===== src/ttct_pkg.sv =====
// Shared types and constants for the tree topology count table.
// Holds the query and result word layouts, the sequencer states and register codes.
// No dependencies.
package ttct_pkg;

	localparam int TAXA_W  = 6;
	localparam int NODES_W = 5;
	localparam int CNT_W   = 64;

	localparam logic [CNT_W-1:0] SAT_MAX = {CNT_W{1'b1}};

	// Register index of the rooted-mode bit (byte address 0, index taken from paddr[2])
	localparam logic [0:0] REG_ROOTED = 1'b0;

	typedef struct packed {
		logic [TAXA_W-1:0]  taxa;
		logic [NODES_W-1:0] internal_nodes;
	} query_t;

	typedef struct packed {
		logic [CNT_W-1:0] count;
		logic [CNT_W-1:0] saturated_count;
		logic [CNT_W-1:0] total_count;
		logic             saturated;
		logic             bad_query;
	} result_t;

	typedef enum logic [2:0] {
		ST_IDLE,
		ST_CHECK,
		ST_INIT,
		ST_MULP,
		ST_MULO,
		ST_ACC,
		ST_LOOKUP,
		ST_RESULT
	} state_t;

endpackage


===== src/tree_topology_count_table.sv =====
// Tree topology count table: cached triangle of tree counts per internal-node count.
// Top level; one module with its table memory and a shared saturating multiplier.
// Depends on ttct_pkg.
//
// Sequence from start accepted to done strobe:
//   cached hit (good or bad node count): check, table read, result, strobe.
//   bad taxa: check, result, strobe.
//   rebuild: check, init, then every triangle entry of rows 2..top, then table read, result,
//   strobe; top = taxa-1 (rooted) or taxa-2 (unrooted). Each entry uses the single 64 x 6 bit
//   saturating multiplier twice, then one add/write step.
// Throughput: one query at a time; busy is high from acceptance until the result cycle.
// Reset: async active low; clears the sequencer, the cache tags and the rooted bit.
// The table memory itself is not cleared; every entry whose value is used is written by a rebuild first.
// The result word is held for exactly one cycle under done; the receiver cannot stall.
module tree_topology_count_table #(
	parameter int MAX_TAXA = 32
) (
	input  logic              clk,
	input  logic              arst_n,
	// query channel
	input  logic              start,
	output logic              busy,
	input  ttct_pkg::query_t  query,
	// result channel
	output logic              done,
	output ttct_pkg::result_t result,
	// configuration port
	input  logic              psel,
	input  logic              penable,
	input  logic              pwrite,
	input  logic [2:0]        paddr,
	input  logic [31:0]       pwdata,
	output logic [31:0]       prdata,
	output logic              pready
);
	import ttct_pkg::*;

	// RW: row/column counters (top <= MAX_TAXA-1); AW: table address; FW: multiplier factor
	localparam int RW = $clog2(MAX_TAXA);
	localparam int AW = $clog2(MAX_TAXA + 1);
	localparam int FW = RW + 1;
	localparam int DEPTH = MAX_TAXA + 1;

	// ------------------------------------------------------------------
	// Configuration register
	// ------------------------------------------------------------------
	logic rooted_q;
	logic cfg_wr;

	assign pready = 1'b1;
	assign cfg_wr = psel & penable & pwrite;

	always_ff @(posedge clk or negedge arst_n) begin
		if (!arst_n) begin
			rooted_q <= 1'b0;
		end else if (cfg_wr && paddr[2] == REG_ROOTED) begin
			rooted_q <= pwdata[0];
		end
	end

	always_comb begin
		prdata = '0;
		if (paddr[2] == REG_ROOTED) begin
			prdata[0] = rooted_q;
		end
	end

	// ------------------------------------------------------------------
	// State and datapath registers
	// ------------------------------------------------------------------
	state_t state_q, state_d;

	logic [TAXA_W-1:0]  taxa_q;
	logic [NODES_W-1:0] nodes_q;
	logic [TAXA_W-1:0]  cached_taxa_q;
	logic               cached_rooted_q;
	logic               valid_q;
	logic               taxa_bad_q;
	logic               nodes_ok_q;
	logic [RW-1:0]      top_q;
	logic [RW-1:0]      m_q;      // current row of the triangle
	logic [RW-1:0]      k_q;      // current column within the row
	logic [CNT_W-1:0]   prev_q;   // T(m-1,k-1), carried along the row
	logic [CNT_W-1:0]   old_q;    // T(m-1,k), read back from the table
	logic [CNT_W-1:0]   acc_q;    // (m+k-1) * prev term
	logic [CNT_W-1:0]   prod_q;   // k * old term
	logic [CNT_W-1:0]   satc_q;   // entry at top (fully resolved trees)
	logic [CNT_W-1:0]   total_q;  // saturating sum of the last row
	logic [CNT_W-1:0]   rd_q;     // registered table read data
	logic               done_q;
	result_t            result_q;

	// ------------------------------------------------------------------
	// Check-stage decode
	// ------------------------------------------------------------------
	logic              taxa_bad;
	logic [TAXA_W-1:0] top_calc;
	logic              nodes_ok;
	logic              need_build;

	assign taxa_bad = (taxa_q < TAXA_W'(2)) || (7'(taxa_q) > 7'(MAX_TAXA));
	assign top_calc = taxa_q - (rooted_q ? TAXA_W'(1) : TAXA_W'(2));
	assign nodes_ok = (nodes_q != '0) && (7'(nodes_q) <= 7'(top_calc));
	assign need_build = !valid_q || (taxa_q != cached_taxa_q) || (rooted_q != cached_rooted_q);

	// ------------------------------------------------------------------
	// Shared saturating multiplier: 64-bit operand times a small factor
	// ------------------------------------------------------------------
	logic [CNT_W-1:0]    mul_a;
	logic [FW-1:0]       mul_b;
	logic [CNT_W+FW-1:0] mul_full;
	logic [CNT_W-1:0]    mul_out;

	// T(m-1,k) is taken straight from the read port; the read issued in the
	// first multiply cycle always sees the write of the previous entry
	always_comb begin
		if (state_q == ST_MULO) begin
			mul_a = rd_q;
			mul_b = FW'(k_q);
		end else begin
			mul_a = prev_q;
			mul_b = FW'(m_q) + FW'(k_q) - FW'(1);
		end
	end

	assign mul_full = mul_a * mul_b;
	assign mul_out  = (mul_full[CNT_W+FW-1:CNT_W] != '0) ? SAT_MAX : mul_full[CNT_W-1:0];

	// saturating adds: new entry and running total
	logic [CNT_W:0]   ent_sum;
	logic [CNT_W-1:0] ent_val;
	logic [CNT_W:0]   tot_sum;
	logic [CNT_W-1:0] tot_val;

	assign ent_sum = {1'b0, acc_q} + {1'b0, prod_q};
	assign ent_val = ent_sum[CNT_W] ? SAT_MAX : ent_sum[CNT_W-1:0];
	assign tot_sum = {1'b0, total_q} + {1'b0, ent_val};
	assign tot_val = tot_sum[CNT_W] ? SAT_MAX : tot_sum[CNT_W-1:0];

	logic row_end;
	logic last_row;
	assign row_end  = (k_q == m_q);
	assign last_row = (m_q == top_q);

	// ------------------------------------------------------------------
	// Sequencer: next state and memory controls
	// ------------------------------------------------------------------
	logic             mem_we;
	logic [AW-1:0]    mem_wa;
	logic [CNT_W-1:0] mem_wd;
	logic [AW-1:0]    mem_ra;

	always_comb begin
		state_d = state_q;
		mem_we  = 1'b0;
		mem_wa  = AW'(k_q);
		mem_wd  = ent_val;
		mem_ra  = AW'(k_q);
		unique case (state_q)
			ST_IDLE: begin
				if (start) begin
					state_d = ST_CHECK;
				end
			end
			ST_CHECK: begin
				if (taxa_bad) begin
					state_d = ST_RESULT;
				end else if (need_build) begin
					state_d = ST_INIT;
				end else begin
					state_d = ST_LOOKUP;
				end
			end
			ST_INIT: begin
				// column 1 is always one
				mem_we = 1'b1;
				mem_wa = AW'(1);
				mem_wd = CNT_W'(1);
				state_d = (top_q < RW'(2)) ? ST_LOOKUP : ST_MULP;
			end
			ST_MULP: begin
				state_d = ST_MULO;
			end
			ST_MULO: begin
				state_d = ST_ACC;
			end
			ST_ACC: begin
				mem_we = 1'b1;
				if (row_end) begin
					state_d = last_row ? ST_LOOKUP : ST_MULP;
				end else begin
					state_d = ST_MULP;
				end
			end
			ST_LOOKUP: begin
				mem_ra  = AW'(7'(nodes_q));
				state_d = ST_RESULT;
			end
			ST_RESULT: begin
				state_d = ST_IDLE;
			end
			default: begin
				state_d = ST_IDLE;
			end
		endcase
	end

	always_ff @(posedge clk or negedge arst_n) begin
		if (!arst_n) begin
			state_q <= ST_IDLE;
		end else begin
			state_q <= state_d;
		end
	end

	// ------------------------------------------------------------------
	// Table memory: one write port, one registered read port
	// ------------------------------------------------------------------
	logic [CNT_W-1:0] table_mem [DEPTH];

	always_ff @(posedge clk) begin
		if (mem_we) begin
			table_mem[mem_wa] <= mem_wd;
		end
		rd_q <= table_mem[mem_ra];
	end

	// ------------------------------------------------------------------
	// Control registers (cache tags, strobe)
	// ------------------------------------------------------------------
	always_ff @(posedge clk or negedge arst_n) begin
		if (!arst_n) begin
			valid_q         <= 1'b0;
			cached_taxa_q   <= '0;
			cached_rooted_q <= 1'b0;
			done_q          <= 1'b0;
		end else begin
			done_q <= (state_q == ST_RESULT);
			if (state_q == ST_CHECK && !taxa_bad && need_build) begin
				valid_q         <= 1'b1;
				cached_taxa_q   <= taxa_q;
				cached_rooted_q <= rooted_q;
			end
		end
	end

	// ------------------------------------------------------------------
	// Payload registers
	// ------------------------------------------------------------------
	logic [CNT_W-1:0] res_cnt;
	logic [CNT_W-1:0] res_satc;
	logic [CNT_W-1:0] res_tot;

	assign res_cnt  = (!taxa_bad_q && nodes_ok_q) ? rd_q : '0;
	assign res_satc = taxa_bad_q ? '0 : satc_q;
	assign res_tot  = taxa_bad_q ? '0 : total_q;

	always_ff @(posedge clk) begin
		unique case (state_q)
			ST_IDLE: begin
				if (start) begin
					taxa_q  <= query.taxa;
					nodes_q <= query.internal_nodes;
				end
			end
			ST_CHECK: begin
				taxa_bad_q <= taxa_bad;
				nodes_ok_q <= nodes_ok;
				top_q      <= RW'(top_calc);
			end
			ST_INIT: begin
				m_q     <= RW'(2);
				k_q     <= RW'(2);
				prev_q  <= CNT_W'(1);
				satc_q  <= CNT_W'(1);
				total_q <= CNT_W'(1);
			end
			ST_MULP: begin
				acc_q <= mul_out;
			end
			ST_MULO: begin
				old_q  <= rd_q;
				// the last column has no T(m-1,k) term
				prod_q <= (k_q < m_q) ? mul_out : '0;
			end
			ST_ACC: begin
				if (last_row) begin
					total_q <= tot_val;
					if (row_end) begin
						satc_q <= ent_val;
					end
				end
				if (row_end) begin
					m_q    <= m_q + RW'(1);
					k_q    <= RW'(2);
					prev_q <= CNT_W'(1);
				end else begin
					k_q    <= k_q + RW'(1);
					prev_q <= old_q;
				end
			end
			ST_LOOKUP: begin
			end
			ST_RESULT: begin
				result_q.count           <= res_cnt;
				result_q.saturated_count <= res_satc;
				result_q.total_count     <= res_tot;
				result_q.saturated       <= (res_cnt == SAT_MAX) || (res_satc == SAT_MAX)
				                            || (res_tot == SAT_MAX);
				result_q.bad_query       <= taxa_bad_q || !nodes_ok_q;
			end
			default: begin
			end
		endcase
	end

	assign busy   = (state_q != ST_IDLE);
	assign done   = done_q;
	assign result = result_q;

	// ------------------------------------------------------------------
	// Assertions
	// ------------------------------------------------------------------
	// the strobe only follows the result-forming cycle
	a_done_after_result: assert property (@(posedge clk) disable iff (!arst_n)
		done |-> $past(state_q == ST_RESULT))
		else $error("done without a preceding result cycle");

	// triangle walk stays inside rows 2..top and columns 2..m
	a_walk_bounds: assert property (@(posedge clk) disable iff (!arst_n)
		(state_q == ST_ACC) |-> (k_q >= RW'(2) && k_q <= m_q && m_q <= top_q))
		else $error("triangle index out of bounds");

	// a good query always reports at least one fully resolved tree and a nonzero total
	a_satc_nonzero: assert property (@(posedge clk) disable iff (!arst_n)
		(done && !result.bad_query) |-> (result.saturated_count != '0
		&& result.total_count != '0))
		else $error("zero count on a valid query");

	// a rebuild can only start from a fresh check
	a_init_from_check: assert property (@(posedge clk) disable iff (!arst_n)
		(state_q == ST_INIT) |-> ($past(state_q) == ST_CHECK && valid_q))
		else $error("rebuild entered out of sequence");

endmodule


===== config.mk =====
export PLATFORM = sky130hd
export DESIGN_NAME = tree_topology_count_table
export DESIGN_NICKNAME = d
export VERILOG_FILES = /design/src/ttct_pkg.sv /design/src/tree_topology_count_table.sv
export SDC_FILE = /design/constraint.sdc
export NUM_CORES = 2
export LEC_CHECK = 0
export ABC_AREA = 1
export BUFFER_PORTS_ARGS = -buffer_cell sky130_fd_sc_hd__buf_2
export CORE_ASPECT_RATIO = 1.25
export CORE_UTILIZATION = 50
export CTS_BUF_LIST = sky130_fd_sc_hd__clkbuf_4 sky130_fd_sc_hd__clkbuf_8
export CTS_CLUSTER_DIAMETER = 120
export DETAILED_ROUTE_END_ITERATION = 8
export HOLD_SLACK_MARGIN = 0.1
export PLACE_DENSITY_LB_ADDON = 0.08
export SLEW_MARGIN = 20
export SYNTH_ARGS = -nofsm -noshare
export SYNTH_HDL_FRONTEND = slang
export SYNTH_SLANG_ARGS = --single-unit

===== constraint.sdc =====
create_clock -name clk -period 31.7 [get_ports clk]
set_clock_uncertainty 0.1 [all_clocks]
set_input_delay 6.34 -clock clk [delete_from_list [all_inputs] [get_ports clk]]
set_output_delay 6.34 -clock clk [all_outputs]
set_load 0.01 [all_outputs]

==> results.yml <==
yosys:
  ys.flop_type: "edfxtp_1"
  ys_warn_count: 0
  netlist-cell-type-count: 58
  syn_inst: 12160
  synth_edf_count: 2654
  synth_area_leaders: "edfxtp_1 (61%), nor2_1 (6.6%), o21ai_0 (5.1%)"
  synth.top_cell.area_share: 0.615
  yosysTopAreaCell: "edfxtp_1"
  async_flop_share: 0.00476
  postSynthAreaPerCell_um2: 10.7
  ys_ff_latch: 2731
  yosysSeqAreaShare: 0.627
  syn_area_um2: 130000
clock_network:
  clk_latency_ns: 1.05
  cts_made_buffers: 427
  cts_root_buf: "clkbuf_8"
  clockBufferDepth: 4
  cts_setup_buffers: 0
  clk_pin_slew_ns: 0.06
  clock_sinks: 2731
  cts_tree: "done"
  cts_resized: 0
  htree_levels: 5
  postCtsHoldBufs: 0
global_route:
  grt.overflow.total: 0
  grt_pass1_wl_um: 608000
  grt.total_usage: 0.318
  grt_max_degree: 209
  antenna_found_initial: 30
  grt_pass1_vias: 90883
worst_setup_path:
  startpoint_type: "primary input"
  r2r_slack_ns: 23.31
  crit_path_cell_trace: "buf_2 -> nor2_1 -> buf_2"
  critPathKind: "in2out"
  reg2reg_from: "k_q[3]$_SDFFCE_PN0P_"
  end_kind: "primary output"
  slowest_delay_ns: 0.14
  r2r_end: "prod_q[1]$_SDFFCE_PP0P_"
  crit_arrival_ns: 6.67
  cp_slowest_cell: "buf_2"
  critPathRequiredTime_ns: 25.26
  worstRegToRegCells: 32
  cp_max_fo: 2
  critPathMostFrequentCell: "buf_2"
floorplan:
  coreArea_um2: 257000
  die_x_um: 458
  start_util: 0.504
  row_count: 208
  dieArea_um2: 261000
  ios: 281
  die_y_um: 571
timing:
  worst_slew_pin_slew_ns: 1.27
  tns_ns: 0
  rsz0062_at_grt: "false"
  max_freq_ghz: 0.0763
  slew_viol_final: 0
  finalHoldViolations: 0
  slew_headroom: 0.153
  min_period_over_period: 0.414
  finalCriticalPeriod_ns: 13.11
  setup-violations-final: 0
final_layout:
  final_cell_mix: "edfxtp_1 (2,654), nor2_1 (2,210), nand2_1 (1,454), inv_1 (1,347), o21ai_0 (1,317)"
  n_fill_cell: 22288
  nets: 12945
  area_growth_pct: 10.4
  final_common_cell: "edfxtp_1"
  final_layout_size_suffix_gt1_frac: 0.102
routing:
  wl_um: 423000
  drt_iter0_drc: 9282
  routedWlPerCell_um: 26.2
  antenna_left: 0
  vias: 93425
  drtPass1Iterations: 6
  drc: 0
  vias_per_cell: 5.79
placement:
  place_congestion: 0.956
  port_buffers: 215
  hpwl_um: 266000
hold_path:
  hold_end: "old_q[52]$_DFFE_PP_"
  min_from: "rd_q[52]$_DFF_P_"
  hp-class: "reg2reg"
  min_delay_path_depth: 0
run:
  drv_cap: 0
run_status:
  outcome: "complete, no violations"
synthesized netlist by cell type, types with 4 or more instances:
cell	count
or2_2	20
nand4_1	52
edfxtp_1	2654
o22ai_1	637
ha_1	229
nor4_1	44
clkbuf_8	4
a31oi_1	30
nand3_2	62
inv_2	8
buf_1	15
o21ai_1	205
nor2_1	2293
o21ai_0	1321
o221ai_1	4
buf_6	13
o211ai_1	5
a21o_1	23
nand2_2	19
fa_1	252
xnor2_1	63
o21bai_1	46
clkbuf_1	368
a21boi_0	14
and2_1	6
a21oi_1	291
buf_4	49
nand3b_1	7
dfxtp_1	64
dfrtp_1	13
inv_1	1352
o21a_1	14
nand2_1	1459
nor2_2	7
xor2_1	77
nor3_1	52
buf_2	149
nand3_1	202
critical path, delay by kind of cell:
kind | cells | cell delay, ns
simple gates | 1 | 0.09
buf+inv | 2 | 0.25
state kept, by name, summed over array words and instances, names as in the netlist:
register / count
k_q: 5
old_q: 64
taxa_q: 6
rd_q: 64
state_q: 3
rooted_q: 1
table_mem: 2048
top_q: 5
prod_q: 64
result: 194
nodes_q: 5
cached_rooted_q: 1
prev_q: 64
valid_q: 1
satc_q: 64
nodes_ok_q: 1
cached_taxa_q: 6
acc_q: 64
done: 1
m_q: 5
total_q: 64
taxa_bad_q: 1
kinds of logic (layout without fill, tap and decap cells):
logic type               count (synthesis)  after routing  share of synthesized area
other                                    2             60                  0.0000579
buffers and inverters                 1963           2518                     0.0609
adder cells (fa/ha/maj)                481            481                     0.0610
AND/OR/NAND/NOR                       4237           4237                      0.132
AO/OA/AOI/OAI                         2606           2606                      0.110
flip-flops                            2731           2731                      0.627
XOR/XNOR                               140            140                    0.00946
how the worst max path moves through the flow:
stage	startpoint	endpoint	cells after the start
finish	paddr[2]	prdata[0]	3
global route	paddr[2]	prdata[0]	3
CTS	paddr[2]	prdata[0]	3
floorplan	state_q[0]$_DFFE_PN0P_	done$_DFF_PN0_	2
global placement	paddr[2]	prdata[0]	3
detailed placement	paddr[2]	prdata[0]	3
per-stage QoR:
stage	cells	instance area (um2)	hold WS [ns]	worst slack, ns	utilization
finish	16133	143000	0.316	18.59	0.556
global route	16123	143000	0.342	18.56	0.556
CTS	16103	143000	0.327	18.58	0.555
detailed placement	15341	134000	0.320	18.58	0.522
global placement	15339	134000	0.315	18.58	0.522
floorplan	12190	130000	0.308	16.55	-
routing by layer:
| layer | share of wire | vias to the layer above | global-route usage | wire length, um |
|---|---|---|---|---|
| li1 | - | 42284 | - | - |
| met1 | 0.39 | 46477 | 0.403 | 165000 |
| met2 | 0.49 | 3845 | 0.535 | 205000 |
| met3 | 0.076 | 807 | 0.0519 | 32300 |
| met4 | 0.048 | 12 | 0.149 | 20100 |
| met5 | 0.00017 | - | 0 | 73 |
final cells by class:
| type | count | area (um2) | share of cell area |
|---|---|---|---|
| sequential | 2731 | 81300 | 0.568 |
| antenna | 28 | 70.1 | 0.000490 |
| multi-input combinational | 7496 | 41300 | 0.288 |
| timing repair buffer | 395 | 2610 | 0.0182 |
| clock inverter | 175 | 1360 | 0.00947 |
| inverter | 1361 | 5140 | 0.0359 |
| clock buffer | 587 | 7200 | 0.0503 |
| tap | 3360 | 4200 | 0.0294 |
Power is left out: the tool's default activity adds up to more than one toggle a clock period on the data nets, which glitch-free logic cannot reach.
